### src/i2cmts_pkg.sv
// ----------------------------------------------------------------------------
// I2C master transfer sequencer package
// Word types, action and op codes shared by the sequencer modules.
// ----------------------------------------------------------------------------
`timescale 1ns / 1ps

package i2cmts_pkg;

  // Input op codes
  localparam logic [1:0] OP_START = 2'd0;
  localparam logic [1:0] OP_EVENT = 2'd1;
  localparam logic [1:0] OP_ERROR = 2'd2;

  // Result action codes
  localparam logic [2:0] ACT_WRITE_DR  = 3'd0;
  localparam logic [2:0] ACT_START     = 3'd1;
  localparam logic [2:0] ACT_STOP      = 3'd2;
  localparam logic [2:0] ACT_ACK_ON    = 3'd3;
  localparam logic [2:0] ACT_NACK_STOP = 3'd4;
  localparam logic [2:0] ACT_RX_BYTE   = 3'd5;
  localparam logic [2:0] ACT_CLEAR     = 3'd6;

  // Most result words one input word can cause
  localparam int unsigned MAX_RES = 5;

  typedef struct packed {
    logic [1:0] op;
    logic [6:0] dev_addr;
    logic [7:0] first_byte;
    logic [7:0] second_byte;
    logic [1:0] write_count;
    logic [7:0] read_count;
    logic       start_flag;
    logic       addr_flag;
    logic       rx_flag;
    logic       tx_empty_flag;
    logic       byte_done_flag;
    logic [7:0] rx_byte;
  } in_item_t;

  typedef struct packed {
    logic [2:0] action;
    logic [7:0] out_value;
    logic       busy_res;
    logic       last;
  } out_item_t;

  // Transfer state kept between input words
  typedef struct packed {
    logic [6:0]      slave_address;
    logic [1:0]      writes_left;
    logic [7:0]      reads_left;
    logic            write_position;
    logic [1:0][7:0] write_bytes;
    logic            transfer_busy;
  } seq_state_t;

  // Results of one input word, packed from slot 0
  typedef struct packed {
    out_item_t [MAX_RES-1:0] items;
    logic [2:0]              count;
  } res_list_t;

endpackage

### src/i2cmts_if.sv
// ----------------------------------------------------------------------------
// I2C master transfer sequencer channels
// Valid/ready channel interfaces for input words and result words.
// ----------------------------------------------------------------------------
`timescale 1ns / 1ps

interface i2cmts_in_if;
  logic                 valid;
  logic                 ready;
  i2cmts_pkg::in_item_t data;

  modport source (output valid, output data, input ready);
  modport sink   (input valid, input data, output ready);
endinterface

interface i2cmts_out_if;
  logic                  valid;
  logic                  ready;
  i2cmts_pkg::out_item_t data;

  modport source (output valid, output data, input ready);
  modport sink   (input valid, input data, output ready);
endinterface

### src/i2cmts_eval.sv
// ----------------------------------------------------------------------------
// I2C master transfer sequencer evaluation
// Works one registered input word against the transfer state: produces the
// packed list of result words and the next transfer state.
// ----------------------------------------------------------------------------
`timescale 1ns / 1ps

module i2cmts_eval (
  input  i2cmts_pkg::in_item_t   item_i,
  input  i2cmts_pkg::seq_state_t st_i,
  output i2cmts_pkg::seq_state_t st_o,
  output i2cmts_pkg::res_list_t  res_o
);
  import i2cmts_pkg::*;

  function automatic out_item_t mk(input logic [2:0] act, input logic [7:0] val,
                                   input logic busy);
    out_item_t w;
    w.action    = act;
    w.out_value = val;
    w.busy_res  = busy;
    w.last      = 1'b0;
    return w;
  endfunction

  // Flag branches in fixed order: start sent, address sent, receive, transmit
  always_comb begin
    seq_state_t s;
    res_list_t  r;
    logic [2:0] n;
    s = st_i;
    r = '0;
    n = 3'd0;
    unique case (item_i.op)
      OP_START: begin
        s.slave_address  = item_i.dev_addr;
        s.write_bytes[0] = item_i.first_byte;
        s.write_bytes[1] = item_i.second_byte;
        s.writes_left    = (item_i.write_count == 2'd3) ? 2'd2 : item_i.write_count;
        s.reads_left     = item_i.read_count;
        s.write_position = 1'b0;
        s.transfer_busy  = 1'b1;
        r.items[n] = mk(ACT_START, 8'd0, 1'b1);
        n = n + 3'd1;
      end
      OP_EVENT: begin
        // address byte, read direction when no writes remain
        if (item_i.start_flag) begin
          r.items[n] = mk(ACT_WRITE_DR, {s.slave_address, s.writes_left == 2'd0},
                          s.transfer_busy);
          n = n + 3'd1;
        end
        if (item_i.addr_flag) begin
          if (s.writes_left != 2'd0) begin
            r.items[n] = mk(ACT_WRITE_DR, s.write_bytes[s.write_position],
                            s.transfer_busy);
            s.write_position = ~s.write_position;
            s.writes_left    = s.writes_left - 2'd1;
          end else if (s.reads_left > 8'd1) begin
            r.items[n] = mk(ACT_ACK_ON, 8'd0, s.transfer_busy);
          end else begin
            r.items[n] = mk(ACT_STOP, 8'd0, s.transfer_busy);
          end
          n = n + 3'd1;
        end
        // received byte; count stays at zero once exhausted
        if (item_i.rx_flag) begin
          if (s.reads_left != 8'd0) s.reads_left = s.reads_left - 8'd1;
          if (s.reads_left == 8'd0) s.transfer_busy = 1'b0;
          r.items[n] = mk(ACT_RX_BYTE, item_i.rx_byte, s.transfer_busy);
          n = n + 3'd1;
          if (s.reads_left == 8'd1) begin
            r.items[n] = mk(ACT_NACK_STOP, 8'd0, s.transfer_busy);
            n = n + 3'd1;
          end
        end
        // transmit empty, blocked while a byte is still finishing
        if (item_i.tx_empty_flag && !item_i.byte_done_flag) begin
          if (s.writes_left != 2'd0) begin
            r.items[n] = mk(ACT_WRITE_DR, s.write_bytes[s.write_position],
                            s.transfer_busy);
            s.write_position = ~s.write_position;
            s.writes_left    = s.writes_left - 2'd1;
          end else if (s.reads_left != 8'd0) begin
            r.items[n] = mk(ACT_START, 8'd0, s.transfer_busy);
          end else begin
            s.transfer_busy = 1'b0;
            r.items[n] = mk(ACT_STOP, 8'd0, 1'b0);
          end
          n = n + 3'd1;
        end
      end
      OP_ERROR: begin
        r.items[n] = mk(ACT_CLEAR, 8'd0, s.transfer_busy);
        n = n + 3'd1;
        s.transfer_busy = 1'b0;
        r.items[n] = mk(ACT_STOP, 8'd0, 1'b0);
        n = n + 3'd1;
      end
      default: ;
    endcase
    r.count = n;
    st_o  = s;
    res_o = r;
  end

endmodule

### src/i2cmts_outbuf.sv
// ----------------------------------------------------------------------------
// I2C master transfer sequencer result buffer
// Holds the result list of one input word and hands it out one word per
// cycle while the output is ready; flags the last word of the list.
// ----------------------------------------------------------------------------
`timescale 1ns / 1ps

module i2cmts_outbuf (
  input  logic                  clk,
  input  logic                  rst_n,
  input  logic                  load_i,
  input  i2cmts_pkg::res_list_t list_i,
  output logic                  can_load_o,
  i2cmts_out_if.source          out_ch
);
  import i2cmts_pkg::*;

  out_item_t [MAX_RES-1:0] items_r;
  logic [2:0]              cnt_r, cnt_nxt;
  logic [2:0]              idx_r, idx_nxt;
  logic                    is_last;
  logic                    empty;

  assign empty   = (idx_r == cnt_r);
  assign is_last = (idx_r == (cnt_r - 3'd1));

  // Output word: stored entry with last marked
  always_comb begin
    out_ch.valid          = !empty;
    out_ch.data           = items_r[idx_r];
    out_ch.data.last      = is_last;
  end

  assign can_load_o = empty || (out_ch.ready && is_last);

  // Index and count update
  always_comb begin
    idx_nxt = idx_r;
    cnt_nxt = cnt_r;
    if (load_i) begin
      idx_nxt = 3'd0;
      cnt_nxt = list_i.count;
    end else if (!empty && out_ch.ready) begin
      idx_nxt = idx_r + 3'd1;
    end
  end

  always_ff @(posedge clk) begin
    if (!rst_n) begin
      idx_r <= 3'd0;
      cnt_r <= 3'd0;
    end else begin
      idx_r <= idx_nxt;
      cnt_r <= cnt_nxt;
    end
  end

  // Result payload, no reset needed
  always_ff @(posedge clk) begin
    if (load_i) items_r <= list_i.items;
  end

endmodule

### src/i2c_master_transfer_sequencer_unit.sv
// ----------------------------------------------------------------------------
// I2C master transfer sequencer
// Steps an I2C master transfer (up to two written bytes, then up to 255 read
// bytes) from peripheral event words and emits peripheral actions.
// ----------------------------------------------------------------------------
//  Channel  Dir  Word                         Accepted when
//  in_ch    in   op, address, bytes, flags    in_ch.valid && in_ch.ready
//  out_ch   out  action, value, busy, last    out_ch.valid && out_ch.ready
//
// An input word is registered, then evaluated combinationally into 0..5 result
// words that are loaded into the result buffer; the buffer drains one word per
// cycle while out_ch.ready is high. The input register refills while the
// buffer drains.
// Synchronous active-low reset clears the transfer state and both stages.
// ----------------------------------------------------------------------------
`timescale 1ns / 1ps

module i2c_master_transfer_sequencer_unit (
  input logic          clk,
  input logic          rst_n,
  i2cmts_in_if.sink    in_ch,
  i2cmts_out_if.source out_ch
);
  import i2cmts_pkg::*;

  in_item_t   in_r;
  logic       in_vld_r, in_vld_nxt;
  seq_state_t st_r, st_nxt;
  res_list_t  res;
  logic       can_load;
  logic       take;

  // Input stage hands its word on when the buffer can take a list
  assign take        = in_vld_r && can_load;
  assign in_ch.ready = !in_vld_r || take;
  assign in_vld_nxt  = in_ch.valid ? 1'b1 : (in_vld_r && !take);

  always_ff @(posedge clk) begin
    if (!rst_n) begin
      in_vld_r <= 1'b0;
      st_r     <= '0;
    end else begin
      in_vld_r <= in_ch.ready ? in_vld_nxt : in_vld_r;
      if (take) st_r <= st_nxt;
    end
  end

  always_ff @(posedge clk) begin
    if (in_ch.valid && in_ch.ready) in_r <= in_ch.data;
  end

  i2cmts_eval u_eval (
    .item_i (in_r),
    .st_i   (st_r),
    .st_o   (st_nxt),
    .res_o  (res)
  );

  i2cmts_outbuf u_outbuf (
    .clk        (clk),
    .rst_n      (rst_n),
    .load_i     (take),
    .list_i     (res),
    .can_load_o (can_load),
    .out_ch     (out_ch)
  );

endmodule

### src/flat_wrapper.sv
// flat-port wrapper written by rule: the top's interface ports become plain ports
module i2c_master_transfer_sequencer_unit_flat import i2cmts_pkg::*;
  (clk, rst_n, in_ch_valid, in_ch_data, in_ch_ready, out_ch_valid, out_ch_data, out_ch_ready);
  i2cmts_in_if in_ch_i ();
  i2cmts_out_if out_ch_i ();
  input logic clk;
  input logic rst_n;
  input wire logic [$bits(in_ch_i.valid)-1:0] in_ch_valid;
  input wire logic [$bits(in_ch_i.data)-1:0] in_ch_data;
  output wire logic [$bits(in_ch_i.ready)-1:0] in_ch_ready;
  output wire logic [$bits(out_ch_i.valid)-1:0] out_ch_valid;
  output wire logic [$bits(out_ch_i.data)-1:0] out_ch_data;
  input wire logic [$bits(out_ch_i.ready)-1:0] out_ch_ready;
  assign in_ch_i.valid = in_ch_valid;
  assign in_ch_i.data = in_ch_data;
  assign in_ch_ready = in_ch_i.ready;
  assign out_ch_valid = out_ch_i.valid;
  assign out_ch_data = out_ch_i.data;
  assign out_ch_i.ready = out_ch_ready;
  i2c_master_transfer_sequencer_unit u_core (.clk(clk), .rst_n(rst_n), .in_ch(in_ch_i), .out_ch(out_ch_i));
endmodule
### config.mk
export PLATFORM = sky130hd
export DESIGN_NAME = i2c_master_transfer_sequencer_unit_flat
export DESIGN_NICKNAME = d
export VERILOG_FILES = /design/src/i2cmts_pkg.sv /design/src/i2cmts_if.sv /design/src/i2cmts_eval.sv /design/src/i2cmts_outbuf.sv /design/src/i2c_master_transfer_sequencer_unit.sv /design/src/flat_wrapper.sv
export SDC_FILE = /design/constraint.sdc
export NUM_CORES = 1
export LEC_CHECK = 0
export ABC_AREA = 1
export BUFFER_PORTS_ARGS = -buffer_cell sky130_fd_sc_hd__buf_2
export CAP_MARGIN = 20
export CORE_MARGIN = 4
export CORE_UTILIZATION = 39
export CTS_CLUSTER_DIAMETER = 80
export DETAILED_ROUTE_END_ITERATION = 12
export GPL_TIMING_DRIVEN = 0
export PLACE_DENSITY_LB_ADDON = 0.08
export RECOVER_POWER = 100
export REMOVE_ABC_BUFFERS = 1
export SYNTH_ARGS = -nofsm -noshare
export SYNTH_HDL_FRONTEND = slang
export SYNTH_SLANG_ARGS = --single-unit
export TNS_END_PERCENT = 30
### constraint.sdc
create_clock -name clk -period 6.16 [get_ports clk]
set_clock_uncertainty 0.05 [all_clocks]
set_input_delay 0.924 -clock clk [delete_from_list [all_inputs] [get_ports clk]]
set_output_delay 0.924 -clock clk [all_outputs]
set_load 0.005 [all_outputs]
==> flow_summary.json, run 1 <==
{
  "status": "finished with violations",
  "violations": "max-capacitance violations, max-slew violations",
  "postCtsSetupRepairBufs": 0,
  "coreArea_mm2": 0.0197,
  "max-slew-margin-rel_pct": -50.7,
  "diodes": 0,
  "ff_latch_area_mm2": 0.00408,
  "fin_nets": 1019,
  "hold_path.class": "flip-flop to flip-flop",
  "cts_root_buffer": "clkbuf_16",
  "numPortBuffers": 66,
  "dp_slack_ns": 2.01,
  "grt_pass1_wl_um": 31500,
  "startpoint_type": "flip-flop",
  "post_dp_cell_area_mm2": 0.00842,
  "fillers": 2046,
  "grt_pass1_vias": 5717,
  "via_per_inst": 5.10,
  "ys_types": 43,
  "worst_pin_slew_ns": 2.26,
  "routed_wl_um": 19800,
  "synth_cells": 906,
  "design_area_mm2": 0.00886,
  "hpwl_um": 14100,
  "fp.dieArea_mm2": 0.0225,
  "seq_area_frac_synth_pct": 52.0,
  "avgSynthCellArea_um2": 8.67,
  "hold_buffers": 0,
  "h-tree-depth": 4,
  "intPower_mw": 1.90,
  "first_pass_iters": 5,
  "io_pins": 67,
  "synth-edff-count": 108,
  "endpoint_kind": "flip-flop",
  "cts_sinks": 150,
  "setup_ws_ns": 1.71,
  "async_flop_share_pct": 0,
  "area_growth_pct": 12.8,
  "num_vias": 6282,
  "p_total_mw": 2.70,
  "combPwrFrac_pct": 16.0,
  "path_clk_slew_ns": 0.06,
  "grt_max_degree": 79,
  "synthFlopType": "edfxtp_1",
  "netlist.area_leader.share_pct": 41.3,
  "cts_tree": "done",
  "grt-ovfl-total": 0,
  "cts_resized": 0,
  "drive_gt1_share_pct": 10.6,
  "multiInputGateArea_mm2": 0.00315,
  "start_util_pct": 40.0,
  "finalHoldViolCount": 0,
  "antenna_found_initial": 0,
  "max_freq_ghz": 0.225,
  "ys_seq_elements": 150,
  "critPathRequiredTime_ns": 6.31,
  "power_frac_seq_pct": 44.7,
  "ant_nets": 0,
  "rsz0062_at_grt": "no",
  "fin_crit_sh_pct": 72.2,
  "fp.dieH_um": 150,
  "num_rows": 51,
  "powerDensity_mw_per_mm2": 305,
  "max_cap_viol_count": 1,
  "fin_crit_ns": 4.45,
  "post_drt_wl_per_cell_um": 16.1,
  "cts_buffer_depth": 2,
  "clockPowerShare_pct": 39.4,
  "arrival_ns": 4.60,
  "cts_buffers": 17,
  "synth.area.top_cells": "edfxtp_1 41%, dfxtp_1 11%, nand2_1 8.8%, a21oi_1 6.9%, o21ai_0 5.2%",
  "die_x_um": 150,
  "path_class": "flip-flop to flip-flop",
  "synth_area_mm2": 0.00785,
  "yosys_warnings": 0,
  "yosys.area.top_type": "edfxtp_1",
  "dp_cells": 1199,
  "layout.cells.non_filler": 1231,
  "first_iter_violations": 482,
  "worstPathMaxFanout": 16,
  "swShare_pct": 29.5,
  "drc": 0,
  "setup_viol": 0,
  "leakage_nw": 3.38,
  "grt_usage_pct": 17.9,
  "insertion_delay_ns": 0.42,
  "irDropWorstVdd_mv": 0.192,
  "p_switching_uw": 797,
  "gp_congestion": 0.884,
  "drv_slew": 44
}
==> per-stage QoR <==
| stage | hold WS (ns) | util (%) | TNS (ns) |
|---|---|---|---|
| final | 0.423 | 45.1 | 0 |
| after global routing | 0.447 | 45.1 | 0 |
| after CTS | 0.425 | 45.9 | 0 |
| after detailed placement | 0.415 | 42.8 | 0 |
| after global placement | 0.411 | 42.4 | -0.145 |
| after floorplan | 0.391 | - | 0 |
==> worst max-delay path, cell delays in order (launching register included) <==
cell and delay [ns]:
dfxtp_1 0.34, inv_1 0.22, ha_1 0.31, nand2_1 0.12, inv_1 0.09, nand2_1 0.18
nand2_1 0.15, nand2_1 0.09, nor2_1 0.36, nand2_1 0.45, nand3_1 0.26, clkinv_1 0.09
nor2_1 0.30, nand2_1 0.09, nor2_1 0.70, a21oi_1 0.10, nor3_1 0.31
==> layout by cell type, fill, tap and decap left out, types with 2 or more instances in the layout <==
master / n
dfxtp_1: 42
inv_6: 5
nor2_1: 70
xnor2_1: 5
nor2_2: 2
inv_8: 4
edfxtp_1: 108
o21ai_1: 3
nand3b_1: 7
inv_1: 80
a21oi_1: 109
o22ai_1: 2
a31oi_1: 2
clkbuf_1: 16
o211ai_1: 14
nand3_2: 2
clkinv_4: 2
o21ai_0: 94
nand3_1: 60
nand2_1: 191
a221o_1: 12
buf_2: 52
ha_1: 14
clkinv_1: 6
a21oi_2: 2
nor3_1: 14
nand4_1: 7
nand2_2: 4
clkbuf_16: 18
xor2_1: 4
==> cell type report <==
cell class                 count  share of cell area [%]
clock buffer                  18                    5.09
clock inverter                14                    1.78
inverter                      88                    3.74
multi-input combinational    626                    35.5
sequential                   150                    46.1
tap                          265                    3.74
timing repair buffer          70                    4.01
==> cell usage after synthesis (2+ instances only) <==
cell type and count:
edfxtp_1 108, nand3_2 5, inv_2 6, nor2_2 3, nor2_4 3, nand2_1 185, buf_1 2, nor2_1 66
nand3b_1 7, o211ai_1 14, nor3_2 7, o21ai_1 16, dfxtp_1 42, buf_2 6, nor3_1 6, a21oi_2 2
nand3_1 57, a21oi_1 109, buf_4 2, ha_1 14, xor2_1 4, nand4_1 7, clkinv_1 4, o21ai_0 81
o22ai_1 2, xnor2_1 5, a221o_1 12, inv_1 78, nand2_4 2, nand2_2 8, clkbuf_1 30, a31oi_1 2
==> metal layers <==
layer	vias to the layer above	share of wire, %	global-route usage, %
li1	3227	-	-
met1	2893	51	26.9
met2	144	44	26.7
met3	18	3.9	2.67
met4	0	1.4	5.03
met5	-	0	0
==> logic make-up after synthesis <==
kind of cell | count (synthesis) | synth area share [%]
AOI/OAI and AO/OA | 244 | 17.3
xor gates and xnor gates | 9 | 1.00
adders and majority gates | 14 | 2.23
buffers and inverters | 130 | 6.52
DFF | 150 | 52.0
and+or+nand+nor | 359 | 20.9
==> power by group through the flow <==
stage	logic [mW]	registers [mW]	clock network [mW]
2_1_floorplan	0.320	1.21	0
3_3_place_gp	0.443	1.23	0
3_5_place_dp	0.456	1.22	0
4_1_cts	0.459	1.20	1.08
5_1_grt	0.491	1.21	1.13
6_report	0.431	1.20	1.06
==> state kept, by name, indices dropped and copies added (netlist names) <==
signal                   count
u_core.st_r                 35
u_core.u_outbuf.cnt_r        3
u_core.u_outbuf.idx_r        3
u_core.in_r                 48
u_core.u_outbuf.items_r     60
u_core.in_vld_r              1
==> path summary, 6_finish.rpt <==
path	startpoint	end	slack, ns	cells after the start
worst max register to register	u_core.st_r[18]$_SDFFE_PN0P_	u_core.u_outbuf.items_r[21]$_SDFFCE_PN0P_	1.71	16
worst max-delay path	u_core.st_r[18]$_SDFFE_PN0P_	u_core.u_outbuf.items_r[21]$_SDFFCE_PN0P_	1.71	16
worst min-delay path	u_core.st_r[30]$_SDFFE_PN0P_	u_core.st_r[30]$_SDFFE_PN0P_	0.42	2
worst min register to register	u_core.st_r[30]$_SDFFE_PN0P_	u_core.st_r[30]$_SDFFE_PN0P_	0.42	2
No activity file was read; power rests on OpenSTA's default activity.
==> inputs of run 2 (changes only) <==
- ABC_AREA: 1 -> 0
- clock period: 6.16 -> 4.14 ns (I/O delays scaled with it)
==> run 2 against run 1 <==
  * Sequential power is 61% higher
  * The run still ends with max-capacitance violations, max-slew violations left
  * Die area is 0.71% higher
  * Critical endpoint is now u_core.u_outbuf.items_r[14]$_SDFFCE_PN0P_
  * Global-route usage is 0.54 points lower
==> flow_summary.json, run 2 <==
{
  "status": "finished with violations",
  "violations": "max-capacitance violations, max-slew violations",
  "start_util_pct": 40.1,
  "fp.dieArea_mm2": 0.0226,
  "routed_wl_um": 19300,
  "yosys.area.top_type": "edfxtp_1",
  "wl_met2_um": 8520,
  "synthFlopType": "edfxtp_1",
  "cpPeakStageDelay_ns": 0.81,
  "synth-edff-count": 108,
  "grt_usage_pct": 17.3,
  "max_cap_viol_count": 1,
  "route.top_layer_used": "met4",
  "grt_max_degree": 73,
  "fp.dieH_um": 150,
  "post_dp_cell_area_mm2": 0.00838,
  "h-tree-depth": 4,
  "cp_num_cells": 10,
  "crit_path_top_delay_cell": "nor3_2",
  "insertion_delay_ns": 0.43,
  "first_pass_iters": 5,
  "synth_most_common_cell": "nand2_1",
  "dp_slack_ns": 0.263,
  "netlist.area_leader.share_pct": 41.0,
  "grt_pass1_vias": 5570,
  "fin_crit_ns": 3.90,
  "met3_length_um": 1060,
  "ys_types": 70,
  "worst_pin_slew_ns": 1.68,
  "max-slew-margin-rel_pct": -12.2,
  "diodes": 0,
  "path_class": "flip-flop to flip-flop",
  "area_growth_pct": 13.4,
  "grt_pass1_wl_um": 30400,
  "final_cell_mix": "157 x nand2_1, 108 x edfxtp_1, 52 x buf_2",
  "finalHoldViolCount": 0,
  "critPathBufInv": 1,
  "p_total_mw": 4.41,
  "path_clk_slew_ns": 0.07,
  "leakage_nw": 3.16,
  "endpoint_kind": "flip-flop",
  "io_pins": 67,
  "coreArea_mm2": 0.0197,
  "max_flop_register": "u_core.u_outbuf.items_r",
  "arrival_ns": 4.08,
  "num_rows": 51,
  "yosys_warnings": 0,
  "seq_area_frac_synth_pct": 51.6,
  "r2r_cells": 10,
  "num_vias": 5801,
  "hpwl_um": 13700,
  "fin_crit_sh_pct": 94.1,
  "irDropWorstVdd_mv": 0.326,
  "setup_viol": 0,
  "drv_slew": 16,
  "powerDensity_mw_per_mm2": 491,
  "async_flop_share_pct": 0,
  "whs_path_depth": 1,
  "synth_area_mm2": 0.00791,
  "path_cells": "inv_1, ha_1, nor4b_2, nand2_1, o211ai_2, and2_1, a211oi_2, nor3_2, nor3_1, a211oi_1",
  "drive_gt1_share_pct": 15.0,
  "via_per_inst": 5.35,
  "final_util_pct": 45.5,
  "max_freq_ghz": 0.257,
  "design_area_mm2": 0.00897,
  "fin_nets": 872,
  "synth.area.top_cells": "edfxtp_1 41%, dfxtp_1 11%, nand2_1 7.4%, mux2i_1 4.2%, mux4_2 3.4%",
  "synth_cells": 774,
  "die_x_um": 150,
  "grt-ovfl-total": 0,
  "gp_congestion": 0.934,
  "drc": 0,
  "postCtsSetupRepairBufs": 0,
  "largest_reg_flops": 60,
  "top_regs": "u_core.u_outbuf.items_r (60), u_core.in_r (48), u_core.st_r (35)",
  "ys_seq_elements": 150,
  "first_iter_violations": 479,
  "antenna_found_initial": 0,
  "rsz0062_at_grt": "no",
  "crit_family": "simple AND/OR/NAND/NOR gates",
  "cts_sinks": 150,
  "cts_tree": "done",
  "post_drt_wl_per_cell_um": 17.8,
  "avgSynthCellArea_um2": 10.2,
  "worstPathMaxFanout": 12,
  "cts_root_buffer": "clkbuf_16",
  "setup_ws_ns": 0.244,
  "hold_path.class": "input port to flip-flop",
  "fillers": 1904,
  "numPortBuffers": 66,
  "cts_buffer_depth": 2,
  "synth_commonest_cells": "157 x nand2_1, 108 x edfxtp_1, 43 x o21ai_0",
  "critPathRequiredTime_ns": 4.32,
  "cts_buffers": 17,
  "startpoint_type": "flip-flop",
  "final_common_cell": "nand2_1",
  "met1_length_um": 9300,
  "ant_nets": 0
}
run 2: cell count changes after synthesis, moves of 14 or more:
cell and delta:
nand2_1 -28, inv_1 -53, mux2i_1 +33, o21ai_1 -14, nor2_1 -30, a21boi_0 +33
o21ai_0 -38, a21oi_1 -73, nand3_1 -34
run 2: where the power goes:
part,switching (mW),total (mW),internal [mW]
clock network,0.704,1.55,0.842
logic,0.580,0.931,0.351
registers,0.111,1.93,1.82
run 2: final timing paths:
kind                                 from                                         to  slack, ns
max reg2reg  u_core.st_r[18]$_SDFFE_PN0P_  u_core.u_outbuf.items_r[14]$_SDFFCE_PN0P_       0.24
min                        in_ch_data[40]                  u_core.in_r[40]$_DFFE_PP_       0.31
min reg2reg  u_core.st_r[16]$_SDFFE_PN0P_               u_core.st_r[16]$_SDFFE_PN0P_       0.43
max          u_core.st_r[18]$_SDFFE_PN0P_  u_core.u_outbuf.items_r[14]$_SDFFCE_PN0P_       0.24
run 2: worst register-to-register path: stages, from the launching register on:
cell and delay (ns):
dfxtp_1 0.39, inv_1 0.14, ha_1 0.37, nor4b_2 0.35
nand2_1 0.23, o211ai_2 0.26, and2_1 0.41, a211oi_2 0.19
nor3_2 0.81, nor3_1 0.22, a211oi_1 0.28
run 2: timing repair:
action,in CTS,in global routing
setup endpoints to repair,0,2
gates resized for setup,0,2
hold buffers,0,0
run 2: cell type report:
type	instances	area, µm²	share of cell area (%)
multi-input cells	540	3480	38.8
well taps	265	332	3.70
clock buffers	18	450	5.02
inverters	27	101	1.13
clock inverters	14	151	1.69
repair buffers	70	369	4.12
flip-flops and latches	150	4080	45.5
run 2: cell families after synthesis:
family	after synthesis	share of synthesized area (%)
multiplexers	46	7.78
adder cells (fa/ha/maj)	14	2.21
AND/OR/NAND/NOR	289	17.0
flip-flops	150	51.6
XOR/XNOR	13	1.63
buffers and inverters	84	4.60
AO/OA/AOI/OAI	178	15.2
run 2: layer usage:
layer | global-route usage (%) | vias up
met2 | 25.6 | 180
met4 | 6.36 | 0
met3 | 3.31 | 35
met1 | 25.3 | 2727
li1 | - | 2859
met5 | 0 | -
run 2: through the flow:
stage	hold WS [ns]	std cells	TNS [ns]
6_report	0.310	1084	0
5_1_grt	0.291	1084	0
4_1_cts	0.294	1083	0
3_5_place_dp	0.419	1051	0
3_3_place_gp	0.412	1048	-266.83
2_1_floorplan	0.394	717	-57.40
